==> config.mk <==
export PLATFORM = sky130hd
export DESIGN_NAME = raw_string_identifier_lexer_unit_flat
export DESIGN_NICKNAME = d
export VERILOG_FILES = /design/src/hdl/rsil_pkg.sv /design/src/hdl/rsil_if.sv /design/src/hdl/rsil_step.sv /design/src/hdl/raw_string_identifier_lexer_unit.sv /design/src/flat_wrapper.sv
export VERILOG_INCLUDE_DIRS = /design/src /design/src/hdl
export SDC_FILE = /design/constraint.sdc
export NUM_CORES = 1
export LEC_CHECK = 0
export BUFFER_PORTS_ARGS = -buffer_cell sky130_fd_sc_hd__buf_2
export CAP_MARGIN = 15
export CORE_UTILIZATION = 61
export CTS_CLUSTER_DIAMETER = 100
export CTS_CLUSTER_SIZE = 8
export DETAILED_ROUTE_END_ITERATION = 16
export PLACE_DENSITY = 0.8
export SKIP_LAST_GASP = 1
export SLEW_MARGIN = 30
export SYNTH_ARGS = -nofsm -noshare
export SYNTH_HDL_FRONTEND = slang
export SYNTH_SLANG_ARGS = --single-unit
==> constraint.sdc <==
create_clock -name clk -period 7.15 [get_ports clk]
set_input_delay 0 -clock clk [delete_from_list [all_inputs] [get_ports clk]]
set_output_delay 0 -clock clk [all_outputs]
set_load 0.01 [all_outputs]
==> src/hdl/raw_string_identifier_lexer_unit_defines.svh <==
// Assertion macros shared by the lexer RTL.
// Depends on nothing; included by files that carry concurrent checks.
`ifndef RAW_STRING_IDENTIFIER_LEXER_UNIT_DEFINES_SVH
`define RAW_STRING_IDENTIFIER_LEXER_UNIT_DEFINES_SVH

// Same-cycle implication, disabled while reset is asserted.
`define RSIL_ASSERT_IMPL(label, clk, rst_n, ante, cons) \
	label: assert property (@(posedge clk) disable iff (!rst_n) (ante) |-> (cons)) \
		else $error("rsil check failed");

// Next-cycle implication, disabled while reset is asserted.
`define RSIL_ASSERT_NEXT(label, clk, rst_n, ante, cons) \
	label: assert property (@(posedge clk) disable iff (!rst_n) (ante) |=> (cons)) \
		else $error("rsil check failed");

`endif

==> src/hdl/rsil_pkg.sv <==
// Types, character codes and helper functions for the raw string / identifier lexer.
// Depends on nothing; used by the step logic, the top level and the bench.
package rsil_pkg;

	// Scan modes of the token recognizer
	typedef enum logic [2:0] {
		MODE_IDLE    = 3'd0,
		MODE_IDENT   = 3'd1,
		MODE_R_SEEN  = 3'd2,
		MODE_HASHES  = 3'd3,
		MODE_CONTENT = 3'd4,
		MODE_CLOSING = 3'd5
	} mode_t;

	// Token kinds
	localparam logic [1:0] KIND_IDENT = 2'd0;
	localparam logic [1:0] KIND_RAW   = 2'd1;
	localparam logic [1:0] KIND_ERROR = 2'd2;

	// Character codes
	localparam logic [7:0] CH_R     = 8'h72;
	localparam logic [7:0] CH_HASH  = 8'h23;
	localparam logic [7:0] CH_QUOTE = 8'h22;
	localparam logic [7:0] CH_UNDER = 8'h5F;
	localparam logic [7:0] CH_NUL   = 8'h00;

	// Recognizer state carried from item to item
	typedef struct packed {
		mode_t       mode;
		logic [15:0] byte_position;
		logic [7:0]  opening_hashes;
		logic [7:0]  closing_hashes;
		logic [15:0] content_start;
		logic [15:0] content_end;
	} lex_state_t;

	localparam lex_state_t STATE_IDLE = '{
		mode:           MODE_IDLE,
		byte_position:  16'd0,
		opening_hashes: 8'd0,
		closing_hashes: 8'd0,
		content_start:  16'd0,
		content_end:    16'd0
	};

	// One recognized token
	typedef struct packed {
		logic [1:0]  token_kind;
		logic [15:0] token_length;
		logic [15:0] content_offset;
		logic [15:0] content_length;
	} token_t;

	function automatic logic is_alpha(input logic [7:0] c);
		return (c >= 8'h61 && c <= 8'h7A) || (c >= 8'h41 && c <= 8'h5A);
	endfunction

	function automatic logic is_ident(input logic [7:0] c);
		return is_alpha(c) || (c >= 8'h30 && c <= 8'h39) || (c == CH_UNDER);
	endfunction

endpackage

==> src/hdl/rsil_if.sv <==
// Valid/ready channel interfaces for source bytes and recognized tokens.
// Depends on nothing beyond the language; used by the lexer top level.
interface rsil_byte_if;
	logic       valid;
	logic       ready;
	logic [7:0] source_byte;

	modport source (output valid, output source_byte, input ready);
	modport sink (input valid, input source_byte, output ready);
endinterface

interface rsil_token_if;
	logic        valid;
	logic        ready;
	logic [1:0]  token_kind;
	logic [15:0] token_length;
	logic [15:0] content_offset;
	logic [15:0] content_length;

	modport source (output valid, output token_kind, output token_length,
		output content_offset, output content_length, input ready);
	modport sink (input valid, input token_kind, input token_length,
		input content_offset, input content_length, output ready);
endinterface

==> src/hdl/rsil_step.sv <==
// Next-state and result logic of the lexer for one source byte.
// Depends on rsil_pkg; instantiated by raw_string_identifier_lexer_unit.
module rsil_step
	import rsil_pkg::*;
#(
	parameter logic [7:0]  HASH_MAX  = 8'd255,
	parameter logic [15:0] LEN_LIMIT = 16'hFFFF
) (
	input  lex_state_t st,
	input  logic [7:0] c,
	output lex_state_t nxt,
	output logic       res_valid,
	output token_t     res
);

	logic        can_bump;
	logic [15:0] bp_inc;
	logic [15:0] fail_len;
	logic [8:0]  close_inc;
	logic        fail_hit;

	// Length limit and saturated error length
	assign can_bump  = st.byte_position < LEN_LIMIT;
	assign bp_inc    = st.byte_position + 16'd1;
	assign fail_len  = (st.byte_position == LEN_LIMIT) ? LEN_LIMIT : bp_inc;
	assign close_inc = {1'b0, st.closing_hashes} + 9'd1;

	// Advance the recognizer by one byte
	always_comb begin
		nxt       = st;
		res_valid = 1'b0;
		res       = '0;
		fail_hit  = 1'b0;
		case (st.mode)
			MODE_IDENT: begin
				if (is_ident(c)) begin
					if (can_bump) nxt.byte_position = bp_inc;
					else fail_hit = 1'b1;
				end else begin
					res_valid        = 1'b1;
					res.token_kind   = KIND_IDENT;
					res.token_length = st.byte_position;
				end
			end
			MODE_R_SEEN: begin
				if (c == CH_HASH || c == CH_QUOTE || is_ident(c)) begin
					if (!can_bump) begin
						fail_hit = 1'b1;
					end else begin
						nxt.byte_position = bp_inc;
						if (c == CH_HASH) begin
							nxt.opening_hashes = 8'd1;
							nxt.mode           = MODE_HASHES;
						end else if (c == CH_QUOTE) begin
							nxt.opening_hashes = 8'd0;
							nxt.content_start  = bp_inc;
							nxt.mode           = MODE_CONTENT;
						end else begin
							nxt.mode = MODE_IDENT;
						end
					end
				end else begin
					// lone r is a one-byte identifier
					res_valid        = 1'b1;
					res.token_kind   = KIND_IDENT;
					res.token_length = st.byte_position;
				end
			end
			MODE_HASHES: begin
				if (c == CH_HASH) begin
					if (st.opening_hashes >= HASH_MAX || !can_bump) begin
						fail_hit = 1'b1;
					end else begin
						nxt.opening_hashes = st.opening_hashes + 8'd1;
						nxt.byte_position  = bp_inc;
					end
				end else if (c == CH_QUOTE) begin
					if (can_bump) begin
						nxt.byte_position = bp_inc;
						nxt.content_start = bp_inc;
						nxt.mode          = MODE_CONTENT;
					end else begin
						fail_hit = 1'b1;
					end
				end else begin
					fail_hit = 1'b1;
				end
			end
			MODE_CONTENT: begin
				if (c == CH_NUL || !can_bump) begin
					fail_hit = 1'b1;
				end else if (c == CH_QUOTE && st.opening_hashes == 8'd0) begin
					res_valid          = 1'b1;
					res.token_kind     = KIND_RAW;
					res.token_length   = bp_inc;
					res.content_offset = st.content_start;
					res.content_length = st.byte_position - st.content_start;
				end else if (c == CH_QUOTE) begin
					nxt.content_end    = st.byte_position;
					nxt.byte_position  = bp_inc;
					nxt.closing_hashes = 8'd0;
					nxt.mode           = MODE_CLOSING;
				end else begin
					nxt.byte_position = bp_inc;
				end
			end
			MODE_CLOSING: begin
				if (c == CH_NUL || !can_bump) begin
					fail_hit = 1'b1;
				end else if (c == CH_HASH) begin
					if (close_inc >= {1'b0, st.opening_hashes}) begin
						res_valid          = 1'b1;
						res.token_kind     = KIND_RAW;
						res.token_length   = bp_inc;
						res.content_offset = st.content_start;
						res.content_length = st.content_end - st.content_start;
					end else begin
						nxt.byte_position  = bp_inc;
						nxt.closing_hashes = close_inc[7:0];
					end
				end else if (c == CH_QUOTE) begin
					// restart the closing sequence at this quote
					nxt.content_end    = st.byte_position;
					nxt.byte_position  = bp_inc;
					nxt.closing_hashes = 8'd0;
				end else begin
					nxt.byte_position  = bp_inc;
					nxt.closing_hashes = 8'd0;
					nxt.mode           = MODE_CONTENT;
				end
			end
			default: begin
				nxt = STATE_IDLE;
				if (c == CH_R) begin
					nxt.byte_position = 16'd1;
					nxt.mode          = MODE_R_SEEN;
				end else if (is_alpha(c) || c == CH_UNDER) begin
					nxt.byte_position = 16'd1;
					nxt.mode          = MODE_IDENT;
				end else begin
					fail_hit = 1'b1;
				end
			end
		endcase

		// Drop back to idle after any token or error
		if (fail_hit) begin
			res_valid          = 1'b1;
			res.token_kind     = KIND_ERROR;
			res.token_length   = fail_len;
			res.content_offset = 16'd0;
			res.content_length = 16'd0;
		end
		if (res_valid) nxt = STATE_IDLE;
	end

endmodule

==> src/hdl/raw_string_identifier_lexer_unit.sv <==
// Raw string and identifier lexer: one source byte per item on src, one token per item
// on tok. An item accepted on src is registered, then stepped through the recognizer
// when the output side has room; a token it completes is registered and shown on
// tok. A new byte is taken in every cycle while tok is not stalled, since each byte
// only updates the scan mode register and the position and hash counters. The output
// register lets the next byte enter while a finished token waits to be taken.
// Depends on rsil_pkg, rsil_if, rsil_step and the assertion macro header.
`include "raw_string_identifier_lexer_unit_defines.svh"

module raw_string_identifier_lexer_unit
	import rsil_pkg::*;
#(
	parameter int unsigned MAX_HASHES    = 255,
	parameter int unsigned MAX_TOKEN_LEN = 65535
) (
	input logic         clk,
	input logic         arst_n,
	rsil_byte_if.sink   src,
	rsil_token_if.source tok
);

	localparam logic [15:0] LEN_LIMIT =
		(MAX_TOKEN_LEN > 32'd65535) ? 16'hFFFF : MAX_TOKEN_LEN[15:0];
	localparam logic [7:0]  HASH_MAX  = MAX_HASHES[7:0];

	logic       valid_s1;
	logic [7:0] byte_s1;
	lex_state_t state_q;
	lex_state_t state_nxt;
	logic       res_valid;
	token_t     res;
	logic       out_valid_q;
	token_t     out_q;
	logic       adv;
	logic       src_take;
	logic [16:0] raw_span;

	// Step the registered byte when the output side has room
	assign adv      = valid_s1 && (!out_valid_q || tok.ready);
	assign src.ready = !valid_s1 || adv;
	assign src_take = src.valid && src.ready;

	rsil_step #(
		.HASH_MAX  (HASH_MAX),
		.LEN_LIMIT (LEN_LIMIT)
	) u_step (
		.st        (state_q),
		.c         (byte_s1),
		.nxt       (state_nxt),
		.res_valid (res_valid),
		.res       (res)
	);

	// Control: input stage valid, recognizer state, output valid
	always_ff @(posedge clk or negedge arst_n) begin
		if (!arst_n) begin
			valid_s1    <= 1'b0;
			state_q     <= STATE_IDLE;
			out_valid_q <= 1'b0;
		end else begin
			if (src_take) valid_s1 <= 1'b1;
			else if (adv) valid_s1 <= 1'b0;
			if (adv) state_q <= state_nxt;
			if (adv && res_valid) out_valid_q <= 1'b1;
			else if (tok.ready) out_valid_q <= 1'b0;
		end
	end

	// Payload: hold the input byte and the finished token
	always_ff @(posedge clk) begin
		if (src_take) byte_s1 <= src.source_byte;
		if (adv && res_valid) out_q <= res;
	end

	assign tok.valid          = out_valid_q;
	assign tok.token_kind     = out_q.token_kind;
	assign tok.token_length   = out_q.token_length;
	assign tok.content_offset = out_q.content_offset;
	assign tok.content_length = out_q.content_length;

	assign raw_span = {1'b0, out_q.content_offset} + {1'b0, out_q.content_length};

	// Checks on recognizer state and produced tokens
	`RSIL_ASSERT_IMPL(a_pos_limit, clk, arst_n, 1'b1, state_q.byte_position <= LEN_LIMIT)
	`RSIL_ASSERT_IMPL(a_idle_clear, clk, arst_n, state_q.mode == MODE_IDLE,
		state_q.byte_position == 16'd0 && state_q.opening_hashes == 8'd0)
	`RSIL_ASSERT_NEXT(a_token_idles, clk, arst_n, adv && res_valid, state_q.mode == MODE_IDLE)
	`RSIL_ASSERT_IMPL(a_err_no_content, clk, arst_n,
		out_valid_q && out_q.token_kind == KIND_ERROR,
		out_q.content_offset == 16'd0 && out_q.content_length == 16'd0)
	`RSIL_ASSERT_IMPL(a_raw_inside, clk, arst_n,
		out_valid_q && out_q.token_kind == KIND_RAW,
		raw_span < {1'b0, out_q.token_length})

endmodule

==> src/flat_wrapper.sv <==
// flat-port wrapper written by rule: the top's interface ports become plain ports
module raw_string_identifier_lexer_unit_flat import rsil_pkg::*;
#(
	parameter int unsigned MAX_HASHES    = 255,
	parameter int unsigned MAX_TOKEN_LEN = 65535
)
  (clk, arst_n, src_valid, src_source_byte, src_ready, tok_valid, tok_token_kind, tok_token_length, tok_content_offset, tok_content_length, tok_ready);
  rsil_byte_if src_i ();
  rsil_token_if tok_i ();
  input logic clk;
  input logic arst_n;
  input wire logic [$bits(src_i.valid)-1:0] src_valid;
  input wire logic [$bits(src_i.source_byte)-1:0] src_source_byte;
  output wire logic [$bits(src_i.ready)-1:0] src_ready;
  output wire logic [$bits(tok_i.valid)-1:0] tok_valid;
  output wire logic [$bits(tok_i.token_kind)-1:0] tok_token_kind;
  output wire logic [$bits(tok_i.token_length)-1:0] tok_token_length;
  output wire logic [$bits(tok_i.content_offset)-1:0] tok_content_offset;
  output wire logic [$bits(tok_i.content_length)-1:0] tok_content_length;
  input wire logic [$bits(tok_i.ready)-1:0] tok_ready;
  assign src_i.valid = src_valid;
  assign src_i.source_byte = src_source_byte;
  assign src_ready = src_i.ready;
  assign tok_valid = tok_i.valid;
  assign tok_token_kind = tok_i.token_kind;
  assign tok_token_length = tok_i.token_length;
  assign tok_content_offset = tok_i.content_offset;
  assign tok_content_length = tok_i.content_length;
  assign tok_i.ready = tok_ready;
  raw_string_identifier_lexer_unit #(.MAX_HASHES(MAX_HASHES), .MAX_TOKEN_LEN(MAX_TOKEN_LEN)) u_core (.clk(clk), .arst_n(arst_n), .src(src_i), .tok(tok_i));
endmodule
**Word level (Yosys, flattened, before mapping)**

Cells that the tools add are included.

- Bits in registers: 127

- $add $sub $neg: 5
- Magnitude comparators: 9
- Eq/ne operators: 35
- Multiplexer cells: 81
- Reduce and logical (&&, ||, !) cells: 33

Operator list:

| operator | number |
|---|---|
| $mux W16 | 19 |
| $mux W49 | 5 |
| $pmux W16 S3 | 2 |
| $mux W19 | 5 |
| $pmux W16 S5 | 1 |
| $pmux W17 S4 | 1 |
| $mux W67 | 1 |
| $mux W8 | 8 |
| $pmux W32 S2 | 1 |
| $mux W27 | 2 |
| $ne A3 B2 Y1 const B | 17 |
| $mux W48 | 1 |
| $pmux W8 S3 | 2 |
| $sub A16 B16 Y16 | 2 |
| $mux W24 | 1 |
| $mux W1 | 21 |
| $ne A4 B3 Y1 const B | 5 |
| $mux W18 | 1 |
| $mux W3 | 6 |
| $mux W17 | 1 |
| $add A16 B1 Y16 const B | 1 |
| $eq A16 B16 Y1 const B | 1 |
| $eq A8 B6 Y1 const B | 2 |
| $eq A8 B7 Y1 const B | 2 |
| other kinds (27) | 55 |

**Logic depth before layout (Yosys ltp)**

- Word-level depth: 11
- Mapped depth: 14
- Depth with buffers taken out: 12

**By module**

From an unflattened synthesis, not the netlist that was laid out.

- Cell total of the unflattened synthesis: 989
- Area total of the unflattened synthesis: 9297.7 µm²

Modules (own cells, without submodules):

| module | instances | cells an instance | area an instance (µm²) |
|---|---|---|---|
| rsil_step | 1 | 779 | 4847.1 |
| raw_string_identifier_lexer_unit | 1 | 210 | 4450.5 |

**Least setup slack after synthesis**

No wires, ideal clock.

- Path type: register to register
- Start point: register u_core.state_q[48] (netlist bit)
- End point: register u_core.out_q (netlist bit u_core.tok.content_length[0]), enable pin
- Data arrival time: 4546 ps
- Data required time: 6692 ps
- Path slack: 2146 ps
- Stages on the path, launching flop included: 12
- Cell sequence: dfrtp_1 ha_1 nand3_1 nor3b_2 nand2_1 a2111oi_0 a211o_1 buf_6 nor2_1 buf_2 buf_1 nor2_1

- Longest elaborated chain between the ends: 8

RTL lines:

| item | RTL line | text |
|---|---|---|
| start: declaration | raw_string_identifier_lexer_unit.sv:28 | `lex_state_t state_q;` |
| start signal: assignment | raw_string_identifier_lexer_unit.sv:63 | `if (adv) state_q <= state_nxt;` |
| $lt A16 B16 Y1 * | rsil_step.sv:23 | `assign can_bump = st.byte_position < LEN_LIMIT;` |
| $logic_not A1 Y1 | rsil_step.sv:71, rsil_step.sv:90, rsil_step.sv:108 |  |
| $logic_or A1 B1 Y1 | rsil_step.sv:71 | `if (st.opening_hashes >= HASH_MAX \|\| !can_bump) begin` |
| $mux W1 | rsil_step.sv:71 |  |
| $mux W1 | rsil_step.sv:70 | `if (c == CH_HASH) begin` |
| $pmux W1 S4 | rsil_step.sv:34 | `case (st.mode)` |
| $mux W1 * | rsil_step.sv:147 | `if (fail_hit) begin` |
| $logic_and A1 B1 Y1 * | raw_string_identifier_lexer_unit.sv:72 | `if (adv && res_valid) out_q <= res;` |
| end signal: assignment | raw_string_identifier_lexer_unit.sv:72 |  |
| end: declaration | raw_string_identifier_lexer_unit.sv:33 | `token_t out_q;` |

Mark *: on every way between the ends. The rest lies on a longest branch, timed or not.
A chain may end at the register's enable or synchronous reset.

**Worst setup path in the final report**

- Start point: register u_core.state_q[49] (netlist bit)
- End point: register u_core.out_q (netlist bit u_core.tok.content_offset[0]), enable pin

Same word-level chain as after synthesis.

==> metrics.md <==
| Metric | Value |
|---|---|
| Half-perimeter wire length after placement | roughly 13000 um |
| Headroom to the max-slew limit | 34.1% |
| Crit path time final | 3.95 ns |
| Synthesized area | 0.00768 sq mm |
| Routability Congestion | approximately 0.9 |
| Placed cell area | around 0.0081 sq mm |
| Die H | approximately 110 um |
| WL/cell | 18.3 um |
| Cell variety after synth | 69 |
| Drt via density | 6.38 |
| Final hold vios | 0 |
| Worst-Margin Slew | 0.987 ns |
| Type of the worst setup path | reg -> reg |
| CP Capture Type | flip-flop |
| Clock transition at the registers of the reported paths | 0.06 ns |
| # fillers | 882 |
| First-pass GRT wire length | between 30000 and 40000 um |
| Synthesis Warnings | 0 |
| Antenna-violating nets left | 0 |
| Grt total ovfl | 0 |
| Post-Route WL | 18800 um |
| Worst Hold Class | in -> async |
| Buffers from clock root to sink, at most | 2 |
| Starting Density | 63.1% |
| Clk sinks | 127 |
| Clock root buffer | clkbuf_16 |
| Area delta synth->final | 15.3% |
| Max VDD drop | around 0.18 mV |
| Outcome | complete, no violations |
| Fin area | 0.00885 sq mm |
| Share of cells above drive strength 1 | 12.9% |
| Power per cell area | 313 mW/mm^2 |
| Final Max Slew Viols | 0 |
| EDFF count, synth | 58 |
| DRC viols | 0 |
| Setup violators final | 0 |
| Post-cts resize count | 0 |
| Cell Rows | 40 |
| Post-Syn Instances | 782 |
| Pleak | 3.64 nW |
| Global Route Usage Sum | a little under a third |
| Max Cap Violations | 0 |
| Largest net degree at the start of global routing | 70 |
| TritonRoute pass-1 iters | 7 |
| RR Startpoint | u_core.state_q[49] |
| R2R cell count | 9 |
| Crit path max fanout | 30 |
| Area of the multi-input gates | 0.00388 sq mm |
| Core area | 0.0122 sq mm |
| Drt initial violations | 607 |
| DIE AREA | 0.0130 sq mm |
| Synth Register Bits | 127 |
| Port Buffers | 63 |
| Final setup TNS | 0 ns |
| Startpoint types | flip-flop |
| IO Pins | 64 |
| Via Count | 6555 |
| H-tree levels | 4 |
| Total Nets Final | ~900 |
| Synthesized net count | 838 |
| CP Data Required Time | 7.24 ns |
| CTS Buf Count | 17 |
| Worst reg2reg endpoint | u_core.tok.content_offset[0] |
| Synth Flop Type | dfrtp_1 |
| Die Wd | between 100 and 150 um |
| Initial antenna violation count | 0 |
| Seq/Total Area, Yosys | 45.2% |
| Vias in the first global route | 6436 |
| Fmax | 253 MHz |
| Clock Skews | 0.00788 ns |
| Register Area | between 0.003 and 0.004 sq mm |
| Asr flop ratio synth | 54.3% |
| Latest clock arrival within the worst-skew pair | 0.43 ns |
| Ant diodes | 0 |
| Critical Path AT | 4.03 ns |
| RSZ-0062 raised after global routing | no |
| TritonCTS clock tree | yes |
| Reg-to-reg setup timing slack | 3.20 ns |
| Tcrit/Tclk final | ~55% |
| Mean Syn Cell Area | 9.82 sq um |
power by group:
group / leakage (nW) / switching [mW] / internal (mW)
logic: 1.87 / 0.522 / 0.376
registers: 1.47 / 0.119 / 0.845
clock network: 0.292 / 0.330 / 0.580
total: 3.64 / 0.972 / 1.80
metal layers:
layer,part of all wire (%),track usage [%],vias up
met5,0,0,-
met1,42,37.2,3175
met2,49,52.0,276
li1,-,-,3054
met3,5.9,7.31,50
met4,3.0,13.9,0
logic make-up after synthesis:
logic type / synth area share (%)
buffers and inverters: 4.34
DFF: 45.2
xor gates and xnor gates: 5.13
muxes: 0.130
AOI/OAI and AO/OA: 21.2
and+or+nand+nor: 16.7
adders and majority gates: 7.37
through the flow:
step / setup WS (ns) / util [%] / hold WS, ns / std cells / power (mW)
6_report: 3.20 / 72.8 / 0.188 / 1028 / 2.77
5_1_grt: 2.93 / 72.8 / 0.284 / 1028 / 2.91
4_1_cts: 3.25 / 72.7 / 0.270 / 1028 / 2.76
3_5_place_dp: 3.25 / 66.6 / 0.178 / 984 / 1.84
3_3_place_gp: 3.52 / 66.6 / 0.176 / 984 / 1.80
2_1_floorplan: 2.15 / - / -0.296 / 782 / 1.63
worst max path at each step:
stage | start | endpoint | slack [ns] | cells past startpoint
finish | u_core.state_q[49] | u_core.tok.content_offset[0] | 3.20 | 9
global route | u_core.state_q[48] | u_core.tok.content_offset[0] | 2.93 | 9
floorplan | u_core.state_q[48] | u_core.tok.content_length[0] | 2.15 | 11
detailed placement | u_core.state_q[48] | u_core.tok.token_length[4] | 3.25 | 9
CTS | u_core.state_q[48] | u_core.tok.content_offset[0] | 3.25 | 9
global placement | u_core.state_q[48] | u_core.tok.token_length[0] | 3.52 | 9
Yosys cell counts (6+ instances only):
cell | instances | area (sq um)
inv_1 | 47 | 176
ha_1 | 42 | 526
buf_2 | 8 | 40.0
a21oi_1 | 38 | 190
or3_1 | 13 | 81.3
nor3_1 | 21 | 105
nand2b_1 | 6 | 37.5
clkbuf_1 | 25 | 93.8
nand4_1 | 7 | 43.8
o21ai_0 | 42 | 210
a211oi_1 | 7 | 52.6
o21a_1 | 7 | 52.6
and3_1 | 14 | 87.6
nor2_1 | 51 | 191
xnor2_1 | 28 | 245
o2bb2ai_1 | 20 | 175
a21o_1 | 17 | 128
a31oi_1 | 13 | 81.3
a22o_1 | 24 | 210
edfxtp_1 | 58 | 1740
nand3_1 | 33 | 165
dfrtp_1 | 69 | 1730
nor2b_1 | 10 | 62.6
and2_1 | 22 | 138
o22ai_1 | 19 | 119
xor2_1 | 17 | 149
nand2_1 | 47 | 176
state kept, by name, summed over array words and instances, names as in the netlist:
| name | flops |
|---|---|
| u_core.state_q | 67 |
| u_core.tok.content_length | 16 |
| u_core.tok.content_offset | 16 |
| u_core.tok.token_length | 16 |
| u_core.byte_s1 | 8 |
| u_core.tok.token_kind | 2 |
| u_core.tok.valid | 1 |
| u_core.valid_s1 | 1 |
cell type report:
type / count / area share, %
Timing Repair Buffer: 82 / 5.56
Inverter: 47 / 1.99
Tap cell: 168 / 2.38
Clock buffer: 17 / 4.81
Sequential cell: 127 / 39.2
Multi-Input combinational cell: 572 / 43.9
Clock inverter: 15 / 2.21
critical path, cell delays in order, from the launching register on:
cell and delay (ns):
dfrtp_1 0.47, ha_1 0.32, nand3_1 0.22, nor3b_2 0.56, nand2_1 0.16, a2111oi_0 0.42, a211o_1 0.34, nor2_1 0.14
nor2_4 0.48, buf_4 0.45
layout by cell type (no fill, tap or decap), types with 10 or more instances in the layout:
cell and n:
nor2_1 50, ha_1 42, o2bb2ai_1 20, clkbuf_16 17, a31oi_1 13, xnor2_1 28, nand3_1 33, dfrtp_1 69
a21oi_1 38, dlygate4sd3_1 12, a21o_1 17, edfxtp_1 58, and2_1 22, nor2b_1 10, o21ai_0 42, and3_1 14
xor2_1 17, a22o_1 24, nor3_1 21, buf_2 63, or3_1 13, nand2_1 47, o22ai_1 19, inv_1 47
repair_timing:
action                                 CTS  global route
setup buffers                            0             0
endpoints found under the hold margin   79             0
hold buffers                            12             0
Note: power is estimated with default switching activity, not from simulation.
